===== src/rtl/core/accept_header_json_matcher_unit_defines.svh =====
// Assertion helpers shared by the matcher RTL.
`ifndef ACCEPT_HEADER_JSON_MATCHER_UNIT_DEFINES_SVH
`define ACCEPT_HEADER_JSON_MATCHER_UNIT_DEFINES_SVH

// Plain property, checked every clock edge outside reset.
`define AHJM_ASSERT(name, clk, rst_n, prop, msg) \
  name: assert property (@(posedge clk) disable iff (!rst_n) (prop)) else $error(msg);

// Same-cycle implication.
`define AHJM_ASSERT_IMPL(name, clk, rst_n, ante, cons, msg) \
  name: assert property (@(posedge clk) disable iff (!rst_n) (ante) |-> (cons)) else $error(msg);

// Next-cycle implication.
`define AHJM_ASSERT_NEXT(name, clk, rst_n, ante, cons, msg) \
  name: assert property (@(posedge clk) disable iff (!rst_n) (ante) |=> (cons)) else $error(msg);

`endif


===== src/rtl/core/ahjm_pkg.sv =====
package ahjm_pkg;

  localparam int unsigned TargetLen = 16;
  localparam int unsigned MatchW    = 5;

  typedef enum logic [3:0] {
    PH_LEAD     = 4'd0,
    PH_MEDIA    = 4'd1,
    PH_MEDIA_WS = 4'd2,
    PH_SKIP     = 4'd3,
    PH_P_LEAD   = 4'd4,
    PH_P_Q      = 4'd5,
    PH_P_OTHER  = 4'd6,
    PH_P_SKIP   = 4'd7,
    PH_VALUE    = 4'd8
  } range_phase_e;

  typedef enum logic [2:0] {
    VZ_LEAD  = 3'd0,
    VZ_FIRST = 3'd1,
    VZ_MORE  = 3'd2,
    VZ_TAIL  = 3'd3,
    VZ_BAD   = 3'd4
  } value_phase_e;

  localparam logic [7:0] ChComma = 8'h2C;
  localparam logic [7:0] ChSemi  = 8'h3B;
  localparam logic [7:0] ChEq    = 8'h3D;
  localparam logic [7:0] ChZero  = 8'h30;
  localparam logic [7:0] ChDot   = 8'h2E;
  localparam logic [7:0] ChLowQ  = 8'h71;
  localparam logic [7:0] ChUpQ   = 8'h51;
  localparam logic [7:0] ChSpace = 8'h20;
  localparam logic [7:0] ChTab   = 8'h09;
  localparam logic [7:0] ChUpA   = 8'h41;
  localparam logic [7:0] ChUpZ   = 8'h5A;
  localparam logic [7:0] CaseOfs = 8'h20;

  // "application/json"
  localparam logic [7:0] TargetType [TargetLen] = '{
    8'h61, 8'h70, 8'h70, 8'h6C, 8'h69, 8'h63, 8'h61, 8'h74,
    8'h69, 8'h6F, 8'h6E, 8'h2F, 8'h6A, 8'h73, 8'h6F, 8'h6E
  };

  function automatic logic is_ws(logic [7:0] c);
    return (c == ChSpace) || (c == ChTab);
  endfunction

  function automatic logic value_is_zero(value_phase_e v);
    return (v == VZ_FIRST) || (v == VZ_MORE) || (v == VZ_TAIL);
  endfunction

endpackage


===== src/rtl/core/accept_header_json_matcher_unit.sv =====
// Accept-header JSON matcher. Feed the bytes of one HTTP Accept header value
// as beats on the input channel, one byte per beat, with last_char_i set on
// the final byte. Ranges split on ',', parameters on ';'; blanks and tabs
// are trimmed, case is ignored. For each header exactly one output beat
// comes back, accepts_json_o = 1 when some range is application/json with
// a first q parameter that is absent or nonzero. Headers may follow each
// other with no gap. Throughput is one byte per cycle: the per-byte parse
// update is a single small state step between the input register and the
// state/result registers. The last byte's result passes through the input
// register and then the result register. A pending result that is not taken
// stalls input only when the next header's last byte reaches the parse stage.
`include "accept_header_json_matcher_unit_defines.svh"

module accept_header_json_matcher_unit (
  input  logic       clk_i,
  input  logic       rst_ni,
  input  logic       in_valid_i,
  output logic       in_ready_o,
  input  logic [7:0] header_char_i,
  input  logic       last_char_i,
  output logic       out_valid_o,
  input  logic       out_ready_i,
  output logic       accepts_json_o
);
  import ahjm_pkg::*;

  // input register
  logic       s1_valid_q, s1_valid_d;
  logic [7:0] s1_char_q;
  logic       s1_last_q;
  // result register
  logic       out_valid_q, out_valid_d;
  logic       out_data_q;

  logic       out_free;   // result register can take a beat this cycle
  logic       s1_adv;     // input register hands its byte to the parser
  logic       in_fire;
  logic       parse_result;

  assign out_free   = !out_valid_q || out_ready_i;
  // non-last bytes never need the result register
  assign s1_adv     = s1_valid_q && (!s1_last_q || out_free);
  assign in_ready_o = !s1_valid_q || s1_adv;
  assign in_fire    = in_valid_i && in_ready_o;

  always_comb begin
    s1_valid_d = s1_valid_q;
    if (in_fire)     s1_valid_d = 1'b1;
    else if (s1_adv) s1_valid_d = 1'b0;
  end

  always_comb begin
    out_valid_d = out_valid_q;
    if (s1_adv && s1_last_q) out_valid_d = 1'b1;
    else if (out_ready_i)    out_valid_d = 1'b0;
  end

  always_ff @(posedge clk_i or negedge rst_ni) begin
    if (!rst_ni) begin
      s1_valid_q  <= 1'b0;
      out_valid_q <= 1'b0;
    end else begin
      s1_valid_q  <= s1_valid_d;
      out_valid_q <= out_valid_d;
    end
  end

  always_ff @(posedge clk_i) begin
    if (in_fire) begin
      s1_char_q <= header_char_i;
      s1_last_q <= last_char_i;
    end
    if (s1_adv && s1_last_q) begin
      out_data_q <= parse_result;
    end
  end

  ahjm_parser u_parser (
    .clk_i    (clk_i),
    .rst_ni   (rst_ni),
    .take_i   (s1_adv),
    .char_i   (s1_char_q),
    .last_i   (s1_last_q),
    .result_o (parse_result)
  );

  assign out_valid_o    = out_valid_q;
  assign accepts_json_o = out_data_q;

  `AHJM_ASSERT_IMPL(a_out_from_last, clk_i, rst_ni, $rose(out_valid_q), $past(s1_valid_q && s1_last_q), "result beat without a last byte")
  `AHJM_ASSERT_NEXT(a_s1_holds, clk_i, rst_ni, s1_valid_q && !s1_adv, s1_valid_q && $stable(s1_char_q) && $stable(s1_last_q), "stalled byte lost")
  `AHJM_ASSERT_IMPL(a_stall_cause, clk_i, rst_ni, !in_ready_o, s1_valid_q && s1_last_q && out_valid_q && !out_ready_i, "input stalled without a blocked result")

endmodule


===== src/rtl/core/ahjm_parser.sv =====
`include "accept_header_json_matcher_unit_defines.svh"

module ahjm_parser (
  input  logic       clk_i,
  input  logic       rst_ni,
  input  logic       take_i,
  input  logic [7:0] char_i,
  input  logic       last_i,
  output logic       result_o
);
  import ahjm_pkg::*;

  range_phase_e        range_phase_q, range_phase_d, ph_t;
  value_phase_e        value_phase_q, value_phase_d, vz_t;
  logic [MatchW-1:0]   match_count_q, match_count_d, mc_t;
  logic                found_q, found_d, fm_t;
  logic                comma, close_range, counts;
  logic [7:0]          lc;
  logic                hit;

  assign comma       = (char_i == ChComma);
  assign close_range = comma || last_i;
  assign lc          = ((char_i >= ChUpA) && (char_i <= ChUpZ)) ? char_i + CaseOfs : char_i;
  assign hit         = !match_count_q[MatchW-1] &&
                       (lc == TargetType[match_count_q[MatchW-2:0]]);

  // effect of one byte on the range state (comma leaves it for the close step)
  always_comb begin
    ph_t = range_phase_q;
    vz_t = value_phase_q;
    mc_t = match_count_q;
    fm_t = found_q;
    if (!comma) begin
      case (range_phase_q)
        PH_LEAD: begin
          if (char_i == ChSemi) ph_t = PH_SKIP;
          else if (!is_ws(char_i)) begin
            if (hit) begin
              mc_t = match_count_q + MatchW'(1);
              ph_t = PH_MEDIA;
            end else ph_t = PH_SKIP;
          end
        end
        PH_MEDIA, PH_MEDIA_WS: begin
          if (char_i == ChSemi)
            ph_t = (match_count_q == MatchW'(TargetLen)) ? PH_P_LEAD : PH_SKIP;
          else if (is_ws(char_i)) ph_t = PH_MEDIA_WS;
          else if (range_phase_q == PH_MEDIA_WS) ph_t = PH_SKIP;
          else if (hit) begin
            mc_t = match_count_q + MatchW'(1);
            ph_t = PH_MEDIA;
          end else ph_t = PH_SKIP;
        end
        PH_SKIP: ph_t = PH_SKIP;
        PH_P_LEAD: begin
          if ((char_i == ChSemi) || is_ws(char_i)) ph_t = PH_P_LEAD;
          else if ((char_i == ChLowQ) || (char_i == ChUpQ)) ph_t = PH_P_Q;
          else if (char_i == ChEq) ph_t = PH_P_SKIP;
          else ph_t = PH_P_OTHER;
        end
        PH_P_Q: begin
          if (char_i == ChSemi) ph_t = PH_P_LEAD;
          else if (char_i == ChEq) begin
            ph_t = PH_VALUE;
            vz_t = VZ_LEAD;
          end else if (!is_ws(char_i)) ph_t = PH_P_OTHER;
        end
        PH_P_OTHER: begin
          if (char_i == ChSemi) ph_t = PH_P_LEAD;
          else if (char_i == ChEq) ph_t = PH_P_SKIP;
        end
        PH_P_SKIP: begin
          if (char_i == ChSemi) ph_t = PH_P_LEAD;
        end
        PH_VALUE: begin
          if (char_i == ChSemi) begin
            if (!value_is_zero(value_phase_q)) fm_t = 1'b1;
            ph_t = PH_SKIP;
          end else begin
            case (value_phase_q)
              VZ_LEAD: begin
                if (char_i == ChZero) vz_t = VZ_FIRST;
                else if (!is_ws(char_i)) vz_t = VZ_BAD;
              end
              VZ_FIRST: begin
                if ((char_i == ChDot) || (char_i == ChZero)) vz_t = VZ_MORE;
                else if (is_ws(char_i)) vz_t = VZ_TAIL;
                else vz_t = VZ_BAD;
              end
              VZ_MORE: begin
                if (char_i == ChZero) vz_t = VZ_MORE;
                else if (is_ws(char_i)) vz_t = VZ_TAIL;
                else vz_t = VZ_BAD;
              end
              VZ_TAIL: begin
                if (!is_ws(char_i)) vz_t = VZ_BAD;
              end
              default: vz_t = VZ_BAD;
            endcase
          end
        end
        default: ph_t = PH_SKIP;
      endcase
    end
  end

  // does the range being closed count
  always_comb begin
    case (ph_t)
      PH_LEAD, PH_MEDIA, PH_MEDIA_WS: counts = (mc_t == MatchW'(TargetLen));
      PH_P_LEAD, PH_P_Q, PH_P_OTHER, PH_P_SKIP: counts = 1'b1;
      PH_VALUE: counts = !value_is_zero(vz_t);
      default: counts = 1'b0;
    endcase
  end

  // next state
  always_comb begin
    range_phase_d = range_phase_q;
    value_phase_d = value_phase_q;
    match_count_d = match_count_q;
    found_d       = found_q;
    if (take_i) begin
      range_phase_d = ph_t;
      value_phase_d = vz_t;
      match_count_d = mc_t;
      found_d       = fm_t;
      if (close_range) begin
        range_phase_d = PH_LEAD;
        value_phase_d = VZ_LEAD;
        match_count_d = '0;
        found_d       = fm_t || counts;
      end
      if (last_i) found_d = 1'b0;
    end
  end

  // output
  always_comb begin
    result_o = fm_t || (close_range && counts);
  end

  always_ff @(posedge clk_i or negedge rst_ni) begin
    if (!rst_ni) begin
      range_phase_q <= PH_LEAD;
      value_phase_q <= VZ_LEAD;
      match_count_q <= '0;
      found_q       <= 1'b0;
    end else begin
      range_phase_q <= range_phase_d;
      value_phase_q <= value_phase_d;
      match_count_q <= match_count_d;
      found_q       <= found_d;
    end
  end

  `AHJM_ASSERT(a_match_count_range, clk_i, rst_ni, match_count_q <= MatchW'(TargetLen), "match count past target length")
  `AHJM_ASSERT_NEXT(a_last_clears, clk_i, rst_ni, take_i && last_i, (range_phase_q == PH_LEAD) && (match_count_q == '0) && !found_q, "state not cleared after last beat")
  `AHJM_ASSERT_NEXT(a_found_sticky, clk_i, rst_ni, found_q && take_i && !last_i, found_q, "match flag lost inside header")

endmodule

===== config.mk =====
export PLATFORM = sky130hd
export DESIGN_NAME = accept_header_json_matcher_unit
export DESIGN_NICKNAME = d
export VERILOG_FILES = /design/src/rtl/core/ahjm_pkg.sv /design/src/rtl/core/accept_header_json_matcher_unit.sv /design/src/rtl/core/ahjm_parser.sv
export VERILOG_INCLUDE_DIRS = /design/src /design/src/rtl/core
export SDC_FILE = /design/constraint.sdc
export NUM_CORES = 1
export LEC_CHECK = 0
export BUFFER_PORTS_ARGS = -buffer_cell sky130_fd_sc_hd__buf_2
export CORE_UTILIZATION = 35
export CTS_CLUSTER_SIZE = 25
export DETAILED_ROUTE_END_ITERATION = 8
export HOLD_SLACK_MARGIN = 0.08
export PLACE_DENSITY = 0.55
export SYNTH_ARGS = -nofsm -noshare
export SYNTH_HDL_FRONTEND = slang
export SYNTH_SLANG_ARGS = --single-unit

===== constraint.sdc =====
create_clock -name clk_i -period 3.7 [get_ports clk_i]
set_input_delay 0.185 -clock clk_i [delete_from_list [all_inputs] [get_ports clk_i]]
set_output_delay 0.185 -clock clk_i [all_outputs]
set_load 0.02 [all_outputs]

==> results of run 1 <==
==> sequential cells by signal, indices dropped and copies added (netlist names) <==
signal	count
u_parser.value_phase_q	3
u_parser.found_q	1
s1_valid_q	1
s1_char_q	8
s1_last_q	1
accepts_json_o	1
u_parser.match_count_q	5
u_parser.range_phase_q	4
out_valid_o	1
==> synth_stat cells, types with 3 or more instances <==
cell and count:
nor3_1 9, a21oi_1 18, edfxtp_1 10, dfrtp_1 15
clkbuf_1 10, ha_1 9, nand4_1 3, nand2b_1 9
nand2_1 22, mux2i_1 3, o21a_1 3, nor2_1 24
buf_2 3, o21ai_0 17, xnor2_1 5, nor4_1 6
a22o_1 5, or2_2 3, and2_1 6, nor2b_1 6
or3_1 3, inv_1 11, nand3_1 8, a211oi_1 3
==> worst max-delay path, cell delays in order (launching register included) <==
cell and delay [ps]:
dfrtp_1 430, inv_1 170, ha_1 390, nand2_1 90
and4_1 200, nor4b_1 400, nand3b_1 200, nor4b_4 360
nand2_1 120, a32o_1 240, o311a_1 380, nor2_1 100
==> kinds of logic after synthesis <==
logic type	synth area share, %
buffers and inverters	5.172
adders and majority gates	5.280
muxes	1.778
xor gates and xnor gates	2.263
AOI/OAI and AO/OA	22.31
and+or+nand+nor	34.11
DFF	29.09
==> worst paths after layout <==
check                                          start                         to  slack [ps]
setup / recovery           u_parser.match_count_q[0]             accepts_json_o         490
hold / removal                            in_valid_i                 s1_valid_q          90
setup reg to reg           u_parser.match_count_q[0]             accepts_json_o         490
hold reg to reg            u_parser.value_phase_q[2]  u_parser.value_phase_q[2]         570
max in group asynchronous                     rst_ni  u_parser.match_count_q[2]        3120
min in group asynchronous                     rst_ni  u_parser.value_phase_q[1]         320
==> layer usage <==
metal,GRT usage [%],vias up,part of all wire [%]
li1,-,1063,-
met1,25.31,1010,48
met2,30.10,52,46
met3,2.077,2,5.2
met4,3.544,0,0.49
met5,0,-,0
==> layout make-up <==
type,instances,area (sq um),area share (%)
multi-input combinational,225,1526,58.82
inverter,11,41.29,1.591
clock buffer,3,41.29,1.591
clock inverter,1,8.758,0.3375
sequential,25,675.6,26.04
timing repair buffer,29,205.2,7.907
tap,77,96.34,3.713
==> power groups by stage <==
stage / Sequential (uW) / Clock (uW) / Combinational [uW]
2_1_floorplan: 317 / 0 / 113
3_3_place_gp: 337 / 0 / 129
3_5_place_dp: 337 / 0 / 128
4_1_cts: 331 / 191 / 137
5_1_grt: 335 / 201 / 155
6_report: 332 / 185 / 137
==> through the flow <==
step           total power [uW]  cells  utilization, %  setup slack [ps]
2_1_floorplan             429.8    277               -             868.3
3_3_place_gp              465.7    357           38.28             492.4
3_5_place_dp              465.3    357           38.28             494.7
4_1_cts                   659.3    371           40.63             467.4
5_1_grt                   690.9    371           40.63             214.9
6_report                  654.5    371           40.63             491.8
==> repair_timing <==
item | 4_1_cts | 5_1_grt
hold endpoints to repair | 24 | 0
hold buffers | 10 | 0
setup buffers | 0 | 0
endpoints found under the setup margin | 0 | 0
==> cell usage in the layout, fill, tap and decap left out, types with 4 or more instances in the layout <==
master         instances
nor2_1                24
nand2_1               22
a21oi_1               18
o21ai_0               17
buf_2                 15
dfrtp_1               15
inv_1                 11
edfxtp_1              10
dlygate4sd3_1         10
nand2b_1               9
nor3_1                 9
ha_1                   9
nand3_1                8
nor2b_1                6
and2_1                 6
nor4_1                 6
xnor2_1                5
a22o_1                 5
buf_4                  4
==> run metrics, run 1 <==
Critical Path Source Type flip-flop; initial antenna violation count 0; WL final between 5 and 6 mm; I/O Pins 16; logic gate share of total power 21.0%; Clock Sinks 25; status complete, no violations; Max-Slew Margin vs Limit approximately 61%; total grt overflow 0; RSZ-0062 raised after global routing false; final hold slack ~90 ps; Synth area leaders dfrtp_1, edfxtp_1, ha_1; CTS root buf clkbuf_8; Num CTS Buffers 3; WHS Path Cells 2; Peak Freq roughly 0.31 GHz; Switching Fraction 32.30%; Mapped Area ~2300 sq um; CTS H-tree depth 1; worst vdd ir about 0.00015 V; fin. max-slew vios 0; Post-Syn Area per Cell approximately 8.4 sq um; Setup CP Type reg -> reg; FILL cells about 660; worst-path maximum fanout 7; Worst EP arrival between 3000 and 4000 ps; Final #Nets around 320; number of remaining DRC errors 0; Primary FF master, synth dfrtp_1; Net Sw Power 211.4 uW; # port buffers 15; detailed placement HPWL roughly 4.6 mm; clock slew at reported path FFs 100 ps; Die X-Extent between 80 and 90 um; #FFs+latches synth 25; std cell rows 29; sequential share of the synthesized area 29.09%; Sequential Power Share between 50% and 60%; Max-Cap Viols 0; Iter 0 DRT Violations approximately 140; clock buffer depth 2; worst-margin pin slew 589.0 ps; Die ar. a little under 7000 sq um; post-cts sizing count 0; Area Growth Syn to Fin 11.75%; Async SR Flop Fraction 60.00%; Yosys top cell area share between 10% and 20%; first drt pass iteration count 4; Syn Nets about 300; Setup TNS 0 ps; Int Pwr 443.1 uW; Period Utilization, post-route a little under 90%; Floorplan Core Area roughly 6400 sq um; Starting Density between 30% and 40%; Post-synth EDFFs 10; Final Hold Fails 0; CP required 3850 ps; Pleak ~0.0010 uW; antenna-violating nets left 0; total power density per cell area 252.2 nW/um^2; Yosys cell types between 70 and 80; fraction of layout cells with a size suffix above 1 approximately 14%; Mapped Cells between 200 and 300; routability cong. 0.8449; wire length per cell between 15 and 20 um; # diodes 0; DIE HEIGHT between 80 and 90 um; CTS tree built; design area ~2600 sq um; Yosys warnings 0; DR vias between 2000 and 2500; worst-skew pair later-pin latency 280 ps; clock share of power between 20% and 30%; vias in the first global route between 2000 and 2500; vias per inst roughly 5.7; global-route wire length before repair between 10 and 15 mm; Total GRT Usage a little under a fifth; element type at the critical path end flip-flop; dpl cell area around 2400 sq um; largest net degree at the start of global routing 19; Hold Crit Class in -> reg; Final Critical Period around 3200 ps; reg2reg path depth 11; area leader, netlist dfrtp_1; Clock Skew around 2.2 ps; Final setup viols 0
Note: power is estimated with default switching activity, not from simulation.
==> inputs of run 2 (changes only) <==
--- a/config.mk
+++ b/config.mk
@@ -14,4 +14,5 @@
 export PLACE_DENSITY = 0.55
 export SYNTH_ARGS = -nofsm -noshare
 export SYNTH_HDL_FRONTEND = slang
+export SYNTH_HIERARCHICAL = 1
 export SYNTH_SLANG_ARGS = --single-unit
==> run 2 against run 1 <==
Against the previous run:
- synthesized cell count unchanged
- hold slack lost 4.0 ps
- design area decreased by 0.43%
- sequential power increased by 6.3%
- highest routed layer unchanged
- die area rose by 2.8%
==> run metrics, run 2 <==
Period Utilization, post-route 91.48% (+4.8 points); Final Critical Period 3385 ps (+176.6 ps); Synth top cells by count nand2_1, nor2_1, dfrtp_1, a21oi_1, o21ai_0; RSZ-0062 raised after global routing false; Peak Freq 0.2954 GHz (-5.2%); DR vias 2175 (+2.3%); Syn Nets 299 (unchanged); # port buffers 15 (unchanged); CTS root buf clkbuf_8; Regs by FF count s1_char_q x8, u_parser/match_count_q x5, u_parser/range_phase_q x4; Yosys top cell area share 15.72% (-0.45 points); Clock Sinks 25 (unchanged); Post-CTS Setup Bufs 0 (unchanged); Final Hold Fails 0 (unchanged); total power 802.1 uW (+23%); Final #Nets 308 (-2.8%); total power density per cell area 310.5 nW/um^2 (+23%); detailed placement HPWL 4.595 mm (+0.70%); CTS H-tree depth 1 (unchanged); Die X-Extent 84.61 um (+1.4%); Primary FF master, synth dfrtp_1; commonest non-fill, non-tap cells in the layout nand2_1, nor2_1, buf_2, dfrtp_1, a21oi_1; Mapped Area 2389 sq um (+2.9%); worst-margin pin slew 642.9 ps (+53.91 ps); Mapped Cells 277 (unchanged); Post-Syn Area per Cell 8.623 sq um (+2.9%); Async SR Flop Fraction 60.00% (unchanged); vias per inst 6.008 (+4.8%); Net Sw Power 304.7 uW (+44%); Yosys cell types 80 (+5.3%); Switching Fraction 37.99% (+5.7 points); clock buffer depth 2 (unchanged); status complete, no violations; Area Growth Syn to Fin 8.172%; Int Pwr 497.4 uW (+12%); fin. max-slew vios 0 (unchanged); Post-synth EDFFs 10 (unchanged); Setup TNS 0 ps (unchanged); antenna-violating nets left 0 (unchanged); Reg area 675.6 sq um (unchanged); Worst EP arrival 3410 ps (+50 ps); sequential share of the synthesized area 28.29% (-0.81 points); Yosys warnings 6 (+6); element type at the critical path end flip-flop; largest net degree at the start of global routing 21 (+2); R2R Setup Slk 320 ps (-180 ps); min-delay src header_char_i[2]; Setup CP Type reg -> reg; r2r startpoint u_parser/match_count_q[0]; CP endpoint accepts_json_o; max reg flops 8 (unchanged); initial antenna violation count 0 (unchanged); Clock Skew 7.321 ps (+5.160 ps); multi-input logic area 1570 sq um (+2.9%); FILL cells 656 (-0.15%); area leader, netlist dfrtp_1; first drt pass iteration count 5 (+1); Critical Path Source Type flip-flop; fraction of layout cells with a size suffix above 1 15.09% (+1.5 points); CP startpoint u_parser/match_count_q[0]; routability cong. 0.8711 (+3.1%); worst-skew pair later-pin latency 270 ps (about the same); clock slew at reported path FFs 100 ps (about the same); Final setup viols 0 (unchanged); reg2reg path depth 11 (unchanged); I/O Pins 16 (unchanged); worst flop-to-flop path endpoint accepts_json_o; Pleak 0.0009806 uW (-3.7%); DIE HEIGHT 84.61 um (+1.4%); count leader, synth nand2_1; worst vdd ir 0.0001603 V (+9.6%); Synth area leaders dfrtp_1, edfxtp_1, ha_1; global-route wire length before repair 10.49 mm (+3.2%); Sequential Power Share 44.1% (-6.7 points); Total GRT Usage 18.30% (+0.26 points); # diodes 0 (unchanged); WL final 6.122 mm (+2.9%); WHS Path Cells 1 (-1); Hold Crit Class in -> reg; vias in the first global route 1996 (-2.7%); Max-Cap Viols 0 (unchanged); Iter 0 DRT Violations 163 (+15%); Starting Density 36.98% (+0.62 points); placed cell count 352 (-1.4%); worst-path maximum fanout 9 (+2); std cell rows 29 (unchanged); logic gate share of total power 34.9% (+14 points); Reg with most FFs s1_char_q; wire length per cell 16.91 um (+5.4%); CP required 3720 ps (-130 ps); clock share of power 21.0% (-7.2 points); Floorplan Core Area 6459 sq um (+1.1%); #FFs+latches synth 25 (unchanged); CTS tree built; Non-Filler Instances 362 (-2.4%); total grt overflow 0 (unchanged); number of remaining DRC errors 0 (unchanged); most common cell after layout, fill and taps aside nand2_1; Max-Slew Margin vs Limit 56.81% (-3.9 points); Num CTS Buffers 3 (unchanged); Die ar. 7159 sq um (+2.8%)
[run 2: timing repair]
action | in CTS | in global routing
resized for setup | 0 | 0
endpoints found under the hold margin | 18 | 2
endpoints found under the setup margin | 0 | 0
hold buffers | 4 | 2
[run 2: per-layer routing]
| layer | share of wire, % | vias up | GRT usage, % |
|---|---|---|---|
| met5 | 0 | - | 0 |
| met4 | 0.47 | 0 | 3.390 |
| met3 | 4.4 | 2 | 1.475 |
| met1 | 50 | 1026 | 27.49 |
| li1 | - | 1074 | - |
| met2 | 45 | 73 | 28.82 |
[run 2: cell type report]
type                    instances  area share (%)
repair buffers                 25           6.392
multi-input cells             223           60.77
flip-flops and latches         25           26.15
clock inverters                 1          0.1937
clock buffers                   3           1.598
inverters                       8           1.162
well taps                      77           3.729
[run 2: power groups by stage]
stage / logic [uW] / registers, uW / clock network, uW
2_1_floorplan: 247 / 322 / 0
3_3_place_gp: 275 / 358 / 0
3_5_place_dp: 273 / 358 / 0
4_1_cts: 277 / 352 / 174
5_1_grt: 313 / 359 / 184
6_report: 280 / 353 / 168
[run 2: stage by stage]
stage	utilization [%]	hold WS (ps)	setup slack [ps]	instance area, sq um
2_1_floorplan	-	-110.6	727.8	2389
3_3_place_gp	38.36	141.1	389.7	2477
3_5_place_dp	38.36	136.7	345.9	2477
4_1_cts	39.69	80.19	336.7	2564
5_1_grt	40.00	83.30	111.2	2584
6_report	40.00	88.03	315.1	2584
[run 2: worst min path at each step]
stage                                endpoint
floorplan                         out_valid_o
global placement    u_parser/range_phase_q[0]
detailed placement  u_parser/range_phase_q[0]
CTS                              s1_char_q[6]
global route                     s1_char_q[2]
finish                           s1_char_q[2]
[run 2: kinds of logic (layout without fill, tap and decap cells)]
logic type | count (synthesis) | in the layout | synth area share [%]
mux | 4 | 4 | 1.886
flops | 25 | 25 | 28.29
xor+xnor | 7 | 7 | 2.567
simple gates | 120 | 120 | 31.12
compound gates | 83 | 83 | 25.46
buf+inv | 29 | 37 | 5.972
fa+ha+maj | 9 | 9 | 4.715
[run 2: worst max-delay path, stage by stage (launching register included)]
cell and delay, ps:
dfrtp_1 430, inv_1 170, ha_1 240, or2_1 240, a31oi_1 230, xnor2_1 90, a2111o_1 540, or4_1 580
o211ai_2 80, nor3_2 80, a31oi_1 320, o21ai_1 130
==> inputs of run 3 (changes only) <==
--- a/config.mk
+++ b/config.mk
@@ -14,5 +14,4 @@
 export PLACE_DENSITY = 0.55
 export SYNTH_ARGS = -nofsm -noshare
 export SYNTH_HDL_FRONTEND = slang
-export SYNTH_HIERARCHICAL = 1
 export SYNTH_SLANG_ARGS = --single-unit
==> constraint.sdc (replaced) <==
create_clock -name clk_i -period 3.51 [get_ports clk_i]
set_input_delay 0.1755 -clock clk_i [delete_from_list [all_inputs] [get_ports clk_i]]
set_output_delay 0.1755 -clock clk_i [all_outputs]
set_load 0.02 [all_outputs]
==> run 3 against run 2 <==
Against the previous run:
- hold slack gained 110 ps
- sequential power is 2% lower
- clock power up 17%
- clock skew down 1.9 ps
==> run metrics, run 3 (synthesized netlist as in run 1, its figures left out) <==
Hold Crit Class in -> reg; clock buffer depth 2 (unchanged); max reg flops 8 (unchanged); antenna-violating nets left 0 (unchanged); Iter 0 DRT Violations 242 (+48%); worst vdd ir 0.0001404 V (-12%); element type at the critical path end flip-flop; vias in the first global route 2013 (+0.85%); total grt overflow 0 (unchanged); Regs by FF count s1_char_q x8, u_parser.match_count_q x5, u_parser.range_phase_q x4; worst-path maximum fanout 7 (-2); initial antenna violation count 0 (unchanged); Clock Sinks 25 (unchanged); Reg with most FFs s1_char_q; RSZ-0062 raised after global routing false; worst-skew pair later-pin latency 290 ps (+20 ps); # diodes 0 (unchanged); Final Critical Period 3193 ps (-192.1 ps); dpl cell area 2475 sq um (-0.10%); Setup CP Type reg -> reg; Setup TNS 0 ps (unchanged); CTS root buf clkbuf_8; largest net degree at the start of global routing 20 (-4.8%); Critical Path Source Type flip-flop; I/O Pins 16 (unchanged); final worst slack 317.2 ps (+2.085 ps); Area Growth Syn to Fin 13.74%; detailed placement HPWL 4.552 mm (-0.94%); # port buffers 15 (unchanged); number of remaining DRC errors 0 (unchanged); Max-Slew Margin vs Limit 60.61% (+3.8 points); Worst EP arrival 3410 ps (about the same); Pleak 0.001045 uW (+6.6%); routability cong. 0.8665 (-0.53%); CP required 3720 ps (about the same); Die ar. 6965 sq um (-2.7%); fraction of layout cells with a size suffix above 1 15.05% (-0.038 points); Clock Skew 5.434 ps (-1.886 ps); most common cell after layout, fill and taps aside nor2_1; CTS tree built; Total GRT Usage 17.98% (-0.31 points); status complete, no violations; CTS H-tree depth 1 (unchanged); clock slew at reported path FFs 100 ps (about the same); global-route wire length before repair 10.04 mm (-4.3%); setup slack at placement 236.2 ps (-109.7 ps); design area 2641 sq um (+2.2%); worst-margin pin slew 590.9 ps (-51.94 ps); Starting Density 36.36% (-0.62 points); Final Hold Fails 0 (unchanged); DIE HEIGHT 83.46 um (-1.4%); Period Utilization, post-route 90.96% (-0.52 points); commonest non-fill, non-tap cells in the layout nor2_1, nand2_1, a21oi_1, o21ai_0; Num CTS Buffers 3 (unchanged); vias per inst 5.665 (-5.7%); fin. max-slew vios 0 (unchanged); Final #Nets 322 (+4.5%); total power density per cell area 263.4 nW/um^2 (-15%); wire length per cell 15.89 um (-6.1%); Floorplan Core Area 6386 sq um (-1.1%); Max-Cap Viols 0 (unchanged); WL final 5.974 mm (-2.4%); Die X-Extent 83.46 um (-1.4%); Final setup viols 0 (unchanged); first drt pass iteration count 5 (unchanged); std cell rows 29 (unchanged); Peak Freq 0.3132 GHz (+6.0%); DR vias 2130 (-2.1%)
-- run 3: metrics by stage --
| stage | total power [uW] | hold slack [ps] | util [%] | std cells |
|---|---|---|---|---|
| global placement | 494.3 | 103.0 | 38.75 | 361 |
| detailed placement | 493.5 | 103.6 | 38.75 | 361 |
| global route | 734.9 | 248.2 | 41.36 | 376 |
| finish | 695.7 | 200.0 | 41.36 | 376 |
| CTS | 702.2 | 202.3 | 41.26 | 376 |
| floorplan | 453.0 | -120.1 | - | 277 |
-- run 3: metal layers --
layer	part of all wire [%]	GRT usage, %
met5	0	0
met4	0.85	3.698
met3	4.1	2.374
met2	46	29.21
met1	49	25.63
-- run 3: final cells by class --
type	count	area, sq um
multi-input combinational	225	1533
clock buffer	3	41.29
timing repair buffer	34	245.2
inverter	11	41.29
clock inverter	1	8.758
fill	664	3745
sequential	25	675.6
tap	77	96.34
-- run 3: power breakdown --
group | internal [uW] | switching, uW | total (uW)
registers | 319 | 26.9 | 345
clock network | 83.8 | 113 | 197
logic | 67.9 | 85.6 | 153
total | 470 | 225 | 696
-- run 3: critical path, stage by stage (launching register included) --
cell and delay, ps:
dfrtp_1 500, inv_1 150, ha_1 370, nand2_1 80, and4_1 210, nor4b_2 350
nand2_1 130, or3_4 400, nor4_2 280, o211ai_1 120, o311a_1 380, nor3_2 160
-- run 3: final timing paths --
kind                                            from                   endpoint  slack [ps]  cells past startpoint
max in group asynchronous                     rst_ni  u_parser.match_count_q[0]        2960                      2
max                        u_parser.match_count_q[1]           u_parser.found_q         320                     11
min                                      out_ready_i                 s1_valid_q         200                      4
max reg2reg                u_parser.match_count_q[1]           u_parser.found_q         320                     11
min in group asynchronous                     rst_ni  u_parser.match_count_q[3]         300                      2
min reg2reg                u_parser.value_phase_q[0]  u_parser.value_phase_q[0]         580                      1
-- run 3: what timing repair did --
item,CTS,global route
resized for setup,0,1
setup endpoints to repair,0,2
hold endpoints to repair,25,0
hold buffers,11,0
buffers inserted,0,0
